**src/hdl/assert_macros.svh**
```systemverilog
// Assertion macros for the RTL of the colour conversion block, used by its top level.
// Needs i_clk and i_rst_n in the scope where a macro is used.
`ifndef ASSERT_MACROS_SVH
`define ASSERT_MACROS_SVH

// Same-cycle implication, off during reset.
`define RHX_ASSERT_IMP(lbl, ante, cons) \
    lbl: assert property (@(posedge i_clk) disable iff (!i_rst_n) (ante) |-> (cons)) \
        else $error("assertion failed");

// Next-cycle implication, off during reset.
`define RHX_ASSERT_NXT(lbl, ante, cons) \
    lbl: assert property (@(posedge i_clk) disable iff (!i_rst_n) (ante) |=> (cons)) \
        else $error("assertion failed");

`endif

```
**src/hdl/rgbhsvxy_div.sv**
```systemverilog
// Pipelined restoring divider, one quotient bit per stage, with leading delay stages.
// No package dependencies.
module rgbhsvxy_div #(
    parameter int DW     = 8,
    parameter int QB     = 9,
    parameter int STAGES = 9
) (
    input  logic          i_clk,
    input  logic          i_en,
    input  logic [DW-1:0] i_rem,    // must be below i_den
    input  logic [DW-1:0] i_den,
    input  logic [QB-1:0] i_bits,   // numerator bits still to bring down, MSB first
    output logic [QB-1:0] o_quo
);

    localparam int SKIP = STAGES - QB;

    logic [DW-1:0] r_rem [STAGES];
    logic [DW-1:0] r_den [STAGES];
    logic [QB-1:0] r_bq  [STAGES];
    logic [DW-1:0] n_rem [STAGES];
    logic [QB-1:0] n_bq  [STAGES];

    for (genvar j = 0; j < STAGES; j++) begin : g_stage
        logic [DW-1:0] s_rem;
        logic [DW-1:0] s_den;
        logic [QB-1:0] s_bq;
        logic [DW:0]   s_t;

        if (j == 0) begin : g_first
            assign s_rem = i_rem;
            assign s_den = i_den;
            assign s_bq  = i_bits;
        end else begin : g_next
            assign s_rem = r_rem[j-1];
            assign s_den = r_den[j-1];
            assign s_bq  = r_bq[j-1];
        end

        assign s_t = {s_rem, s_bq[QB-1]};

        always_comb begin
            if (j >= SKIP) begin
                if (s_t >= {1'b0, s_den}) begin
                    n_rem[j] = DW'(s_t - {1'b0, s_den});
                    n_bq[j]  = {s_bq[QB-2:0], 1'b1};
                end else begin
                    n_rem[j] = s_t[DW-1:0];
                    n_bq[j]  = {s_bq[QB-2:0], 1'b0};
                end
            end else begin
                n_rem[j] = s_rem;
                n_bq[j]  = s_bq;
            end
        end

        always_ff @(posedge i_clk) begin
            if (i_en) begin
                r_rem[j] <= n_rem[j];
                r_den[j] <= s_den;
                r_bq[j]  <= n_bq[j];
            end
        end
    end

    assign o_quo = r_bq[STAGES-1];

endmodule

```
**config.mk**
```make
export PLATFORM = sky130hd
export DESIGN_NAME = rgbhsvxy_div
export DESIGN_NICKNAME = d
export VERILOG_FILES = /design/src/hdl/assert_macros.svh /design/src/hdl/rgbhsvxy_div.sv
export SDC_FILE = /design/constraint.sdc
export NUM_CORES = 1
export LEC_CHECK = 0
export BUFFER_PORTS_ARGS = -buffer_cell sky130_fd_sc_hd__buf_2
export CAP_MARGIN = 20
export CORE_ASPECT_RATIO = 0.7
export CORE_MARGIN = 3
export CORE_UTILIZATION = 42
export DETAILED_ROUTE_END_ITERATION = 10
export PLACE_DENSITY = 0.55
export SETUP_SLACK_MARGIN = 0.3
export SYNTH_ARGS = -nofsm -noshare
export SYNTH_HDL_FRONTEND = slang
export SYNTH_SLANG_ARGS = --single-unit
```
**constraint.sdc**
```tcl
create_clock -name i_clk -period 5.2 [get_ports i_clk]
set_clock_uncertainty 0.05 [all_clocks]
set_input_delay 0.78 -clock i_clk [delete_from_list [all_inputs] [get_ports i_clk]]
set_output_delay 0.78 -clock i_clk [all_outputs]
set_load 0.03 [all_outputs]
```
# Word-level counts from Yosys, hierarchy flattened
# Memories as Yosys holds them, arrays and structs flattened.
# Cells that the tools add are included.
[word_totals] mem_bits_rw=225 register_bits=0 wordCells=41 output_inout_bits=9 memories=3
[mem_list] memory="r_bq" depth=9 width=9 read_ports=9 rd_ports_with_merged_regs=0 wr=9 line_no="rgbhsvxy_div.sv:20" rtl="logic [QB-1:0] r_bq [STAGES];"
[mem_list] memory="r_den" depth=9 width=8 read_ports=8 rd_ports_with_merged_regs=0 wr=9 line_no="rgbhsvxy_div.sv:19" rtl="logic [DW-1:0] r_den [STAGES];"
[mem_list] memory="r_rem" depth=9 width=8 read_ports=8 rd_ports_with_merged_regs=0 wr=9 line_no="rgbhsvxy_div.sv:18" rtl="logic [DW-1:0] r_rem [STAGES];"
[op_classes] addsub=9 muxes=20 magnitude_cmp=9
[ops] operator="greater-or-equal comparator 9 x 8 -> 1 bit" n=9
[ops] operator="two-way mux 8 bit" n=9
[ops] operator="subtractor 8 bit" n=9
[ops] operator="two-way mux 1 bit" n=11

# Longest topological paths before layout
# Gate-level depths: netlist of run 1.
[depth] word_depth=2 depth_mapped=8

# Worst setup path before layout of run 1
# Ideal clock, no wire load.
[synth_timing] path_type="input port to flip-flop" start="input i_den[3]" end="memory r_rem[0][2] (data pin)" path_stages=7 required_time_ps=4890 setup_slack_ps=2544 setup_ps=260 arrival_ps=2346 cell_sequence="inv_1 -> ha_1 -> a21o_1 -> a21oi_2 -> a31oi_1 -> nor4_4 -> mux2_2"
[synth_rtl] element="start: declaration" line_no="rgbhsvxy_div.sv:11" rtl="input logic [DW-1:0] i_den,"
[synth_rtl] element="end: declaration" line_no="rgbhsvxy_div.sv:18"

==> flow_summary.toml, run 1 <==
[worst_setup_path]
crit_type = "reg2reg"
path_cells = "ha_1 -> a21oi_1 -> o21ai_0 -> a221oi_2 -> inv_1 -> o22a_1"
crit_path_end_kind = "flop"
slowest_delay_ps = 880
crit_arrival_ps = 3020
slowest_stage = "a221oi_2"
crit_required_ps = 5410
crit_fanout = 16
start_kind = "flop"
r2r_cells = 6
cp_top_family = "compound AO/OA/AOI/OAI gates"
cp_num_buf_inv = 1
timing.rr.end = "r_rem[0][63]"
worst_r2r_startpoint = "r_rem[0][53]"
r2r_slack_ps = 2390

[place]
dpl-instance-area_um2 = 10740
place_ws_ps = 2193
gp_congestion = 0.9194
hpwl_mm = 12.89
io_buffers = 35

[cts]
numCtsBuffers = 22
cts_tree = "yes"
cts_num_sinks = 209
clock_path_buffers = 3
clkLatencyLatePin_ps = 500
postCtsHoldBufs = 0
postCtsSetupBuffers = 0
cts_root_buf = "clkbuf_16"
clk_pin_slew_worst_paths_ps = 60
htreeDepth = 1
cts_resized = 0

[floorplan]
io_pins = 36
die_w_um = 192.1
core_um2 = 23190
die_y_um = 136.2
die-area_um2 = 26170
num_rows = 46
initial_core_util = 0.4388

[timing]
period_share = 0.5412
slew_headroom = 0.3273
finalSetupViolCount = 0
hold_viol = 0
finalSetupTns_ps = 0
hold_slack_ps = 367.6
finalCriticalPeriod_ps = 2814
timing.final.ws_setup_ps = 2386
maxSlewViolCount = 0
rsz0062_at_grt = "no"
clock.fmax_mhz = 355.3
tightest_slew_ps = 1009

[worst_hold_path]
whs_path_depth = 0
holdPathEnd = "r_bq[0][13]"
hp-class = "reg2reg"
min_from = "r_bq[0][3]"

[pwr]
clkPwrFrac = 0.294
seqPwrFrac = 0.416
p_int_w = 0.004106
p_per_area_nw_per_um2 = 504.0
p_comb_frac = 0.289
leakagePower_nw = 4.573
sw_frac_of_total = 0.2944
net-switching-power_w = 0.001713
ir_worst_vdd_mv = 0.2225

[global_routing]
grt_pass1_vias = 6071
grt_pass1_wl_mm = 30.62
track_usage = 0.1452
antenna_found_initial = 0
overflow = 0
grt_max_degree = 118

[logic_synthesis]
ys_ff_latch = 209
ys_seq_area_frac = 0.6167
synth_edf_count = 209
syn_avg_cell_area_um2 = 13.39
ys.flop_type = "edfxtp_1"
syn_area_um2 = 10180
synthArstFlopShare = 0
yosys_warnings = 0
postSynthCellCount = 760
syn_nets = 867
yosysUniqueCellTypes = 51

[route]
first_pass_iters = 5
final_antenna_net_count = 0
post_drt_wl_per_cell_um = 15.87
via_per_inst = 5.124
vias = 5862
drt_iter0_markers = 435
wl_mm = 18.15
drc_errors = 0

[run_status]
status = "complete, no violations"

[finish]
num_antenna_cells = 0
layout.nets = 923
final_cell_area_um2 = 11550
area_growth_pct = 13.45
drive_gt1_frac = 0.1346

[job]
max-cap-violations = 0
## how the worst max path moves through the flow
stage,from,to,slack [ps],cells after the start
6_report,r_rem[0][53],r_rem[0][63],2390,6
5_1_grt,r_rem[0][53],r_rem[0][63],2230,6
4_1_cts,r_rem[0][53],r_rem[0][63],2450,6
3_5_place_dp,i_rem[2],r_rem[0][2],2190,7
3_3_place_gp,i_rem[2],r_rem[0][6],2320,7
2_1_floorplan,i_den[3],r_rem[0][2],2540,7
## logic make-up (layout without fill, tap and decap cells)
group | after synthesis | count (layout) | synth area share
simple gates | 142 | 142 | 0.07352
compound gates | 176 | 176 | 0.1148
flops | 209 | 209 | 0.6167
fa+ha+maj | 80 | 80 | 0.1043
xor+xnor | 24 | 24 | 0.02065
buf+inv | 97 | 169 | 0.03614
mux | 32 | 32 | 0.03393
## cells in the final DEF, fill, tap and decap left out, drive strengths merged, types with 4 or more instances in the layout
master  instances
edfxtp        209
a21o           14
nand2b         13
inv            92
mux2i          12
and3            7
buf            36
ha             72
nor2           21
a211oi          7
nand2          44
a31oi           4
a31o            4
o21a           16
clkbuf         23
o31ai           8
nor3            6
o31a            4
and2            6
fa              8
xor2           12
xnor2          12
bufinv          6
a21oi          35
o21ai          62
mux2           20
a21boi          7
clkinv         11
nor2b          15
and4            4
nand3          11
## worst register-to-register path, cell delays in order, from the launching register on
cell	delay, ps
edfxtp_1	390
ha_1	390
a21oi_1	220
o21ai_0	180
a221oi_2	880
inv_1	210
o22a_1	260
## flip-flops by register name, summed over array words and instances (netlist names)
name   cells
r_bq      81
r_den     64
r_rem     64
## cells in the mapped netlist, drive strengths merged, types with 6 or more instances
cell	number	area, um2
a211oi	7	52.55
inv	92	345.3
nor2b	15	93.84
mux2i	12	120.1
o21ai	62	314.1
a21oi	35	182.7
o31ai	8	60.06
a21o	14	105.1
o21a	16	120.1
nor3	6	30.03
nand3	11	55.05
xor2	12	105.1
nor2	21	78.83
and3	7	43.79
a21boi	7	67.57
fa	8	160.2
nand2	44	165.2
and2	6	37.54
ha	72	900.9
nand2b	13	81.33
mux2	20	225.2
xnor2	12	105.1
edfxtp	209	6276
## final cells by class
cell class | count | area, um2
Sequential cell | 209 | 6276
Tap cell | 312 | 390.4
Fill cell | 1954 | 11650
Clock buffer | 22 | 550.5
Timing Repair Buffer | 37 | 198.9
Clock inverter | 18 | 251.5
Inverter | 92 | 345.3
Multi-Input combinational cell | 454 | 3533
## power groups by stage
| stage | combinational [W] | sequential (W) | clock [W] |
|---|---|---|---|
| final | 0.00168 | 0.00242 | 0.00171 |
| after global routing | 0.00191 | 0.00246 | 0.00184 |
| after CTS | 0.00168 | 0.00243 | 0.00177 |
| after detailed placement | 0.00167 | 0.00246 | 0 |
| after global placement | 0.00160 | 0.00246 | 0 |
| after floorplan | 0.00128 | 0.00241 | 0 |
## through the flow
step | instances | total power (W) | utilization
6_report | 1144 | 0.005819 | 0.4978
3_5_place_dp | 1104 | 0.004127 | 0.4632
3_3_place_gp | 1104 | 0.004055 | 0.4632
2_1_floorplan | 760 | 0.003690 | -
4_1_cts | 1144 | 0.005874 | 0.4978
5_1_grt | 1144 | 0.006206 | 0.4978
## layer usage
metal / track usage / up-vias / routed length (um)
met4: 0.03841 / 0 / 366
li1: - / 2933 / -
met3: 0.02526 / 25 / 751
met1: 0.2151 / 2770 / 9160
met5: 0 / - / 0
met2: 0.2220 / 134 / 7875
Power figures use the tool's default switching activity.
==> run 2, diff against run 1 <==
ABC_AREA = 1   (was default)
clock period = 2.6 ns   (was 5.2 ns; I/O delays follow)
==> flow_summary.toml, run 2 <==
[worst_setup_path]
slowest_delay_ps = 380
path_cells = "inv_1 -> ha_1 -> nand2_1 -> nand2_1 -> nand2_1 -> nand2_1 -> nor2_4 -> nand2_8 -> nand2_2 -> nand2_2"
crit_path_frequent_cell = "nand2_1"
crit_type = "reg2reg"
crit_required_ps = 2820
slowest_stage = "edfxtp_1"
r2r_cells = 10
timing.rr.end = "r_rem[0][47]"
start_kind = "flop"
crit_arrival_ps = 2270
cp_top_family = "simple AND/OR/NAND/NOR gates"
worst_r2r_startpoint = "r_den[0][38]"
crit_path_end_kind = "flop"
r2r_slack_ps = 550
cp_num_buf_inv = 1
crit_fanout = 9

[finish]
utilization = 0.4949
num_antenna_cells = 0
drive_gt1_frac = 0.1554
top_register = "r_bq"
instances_no_fill = 1573
largest_reg_flops = 81
biggestRegsByFlops = "r_bq: 81 flops, r_den: 64 flops, r_rem: 64 flops"
final_cell_area_um2 = 13020
layout_common_cells = "319 x nand2_1, 209 x edfxtp_1, 184 x inv_1, 115 x nand3_1, 72 x ha_1"
num-fill-cells = 2397
layout.nets = 1306
layout_commonest_cell = "nand2_1"
area_growth_pct = 13.29

[global_routing]
antenna_found_initial = 1
overflow = 0
grt_max_degree = 61
grt_pass1_wl_mm = 37.08
grt_pass1_vias = 6697
track_usage = 0.1590

[logic_synthesis]
postSynthCellCount = 1130
synth_xor_area_frac = 0.01829
yosysMostFrequentCell = "nand2_1"
synth-simple-area-share = 0.2511
syn_nets = 1237
yosysTopAreaCell = "edfxtp_1"
synthAdderAreaFrac = 0.09234
ys_seq_area_frac = 0.5462
yosysUniqueCellTypes = 29
synth_top_family_by_area = "simple AND/OR/NAND/NOR gates"
synthMuxAreaShare = 0
yosysTopAreaCellShare = 0.5462
netlist_top_cells_area = "edfxtp_1 55%, nand2_1 10%, ha_1 7.8%"
ys.flop_type = "edfxtp_1"
syn_area_um2 = 11490
synthArstFlopShare = 0
ys_ff_latch = 209
yosys-top-cells-count = "319 x nand2_1, 209 x edfxtp_1, 184 x inv_1"
synth_edf_count = 209
synth_compound_gate_area_share = 0.01938
syn_avg_cell_area_um2 = 10.17
yosys_warnings = 0

[route]
drt-met1-wl_mm = 13.68
vias = 7421
top_layer = "met4"
final_antenna_net_count = 0
met3_wirelength_mm = 1.181
post_drt_wl_per_cell_um = 14.51
wl_mm = 22.82
drc_errors = 0
first_pass_iters = 6
wl_met2_mm = 7.578
drt_iter0_markers = 634
via_per_inst = 4.718

[timing]
tightest_slew_ps = 496.9
maxSlewViolCount = 0
clock.fmax_mhz = 488.2
finalSetupViolCount = 0
finalCriticalPeriod_ps = 2048
hold_viol = 0
period_share = 0.7879
finalSetupTns_ps = 0
slew_headroom = 0.6688
rsz0062_at_grt = "no"

[cts]
postCtsHoldBufs = 10
cts_tree = "yes"
cts_resized = 0
cts_num_sinks = 209
cts_root_buf = "clkbuf_16"
numCtsBuffers = 23
htreeDepth = 1
clock_path_buffers = 3
clk_pin_slew_worst_paths_ps = 60
postCtsSetupBuffers = 0
clkLatencyLatePin_ps = 520

[floorplan]
die-area_um2 = 29410
die_w_um = 203.7
num_rows = 49
core_um2 = 26300
io_pins = 36
die_y_um = 144.4
initial_core_util = 0.4368

[worst_hold_path]
hp-class = "in2reg"
holdPathEnd = "r_den[0][5]"
whs_path_depth = 1
min_from = "i_den[5]"

[place]
io_buffers = 35
gp_congestion = 0.8343
hpwl_mm = 17.18
dp_cells = 1521
dpl-instance-area_um2 = 12120

[pwr]
p_per_area_nw_per_um2 = 995.0
leakagePower_nw = 5.987
ir_worst_vdd_mv = 0.4561

[job]
max-cap-violations = 0

[run_status]
status = "complete, no violations"
[run 2: power by group]
group          internal [W]  switching [W]
combinational       0.00165        0.00292
clock               0.00205        0.00134
sequential          0.00458       0.000417
[run 2: worst reg2reg max path, cell delays in order, from the launching register on]
cell and delay, ps:
edfxtp_1 380, inv_1 150, ha_1 310, nand2_1 100, nand2_1 90, nand2_1 70, nand2_1 80, nor2_4 300
nand2_8 150, nand2_2 100, nand2_2 40
[run 2: layer usage]
layer,vias to the layer above,global-route usage
li1,3860,-
met5,-,0
met4,0,0.03004
met2,165,0.1851
met1,3372,0.2918
met3,24,0.02250
[run 2: worst max-delay path by stage]
stage / startpoint / to / slack, ps / depth (start not counted)
after detailed placement: r_rem[0][5] / r_rem[0][15] / 570 / 9
final: r_den[0][38] / r_rem[0][47] / 550 / 10
after CTS: r_den[0][38] / r_rem[0][47] / 560 / 10
after floorplan: r_rem[0][34] / r_rem[0][47] / 850 / 9
after global routing: r_den[0][38] / r_rem[0][47] / 430 / 10
after global placement: r_den[0][38] / r_rem[0][47] / 580 / 10
[run 2: final cells by class]
class | instances | area (um2) | area share
clock inverters | 16 | 207.7 | 0.01596
multi-input cells | 716 | 4379 | 0.3364
well taps | 357 | 446.7 | 0.03432
flip-flops and latches | 209 | 6276 | 0.4822
inverters | 197 | 744.5 | 0.05720
clock buffers | 26 | 586.8 | 0.04508
repair buffers | 52 | 375.4 | 0.02884
[run 2: cells by family (layout without fill, tap and decap cells)]
group                    after synthesis  in the layout
adder cells (fa/ha/maj)               80             80
buffers and inverters                205            291
XOR/XNOR                              24             24
flip-flops                           209            209
AND/OR/NAND/NOR                      575            575
AO/OA/AOI/OAI                         37             37
[run 2: per-stage QoR]
step           hold slack [ps]  worst slack, ps  power, W
6_report                 37.04            551.5   0.01295
5_1_grt                  18.19            431.6   0.01391
4_1_cts                  6.977            564.5   0.01306
3_5_place_dp             354.5            565.7  0.009572
3_3_place_gp             350.6            581.3  0.009569
2_1_floorplan            350.3            849.9  0.008514
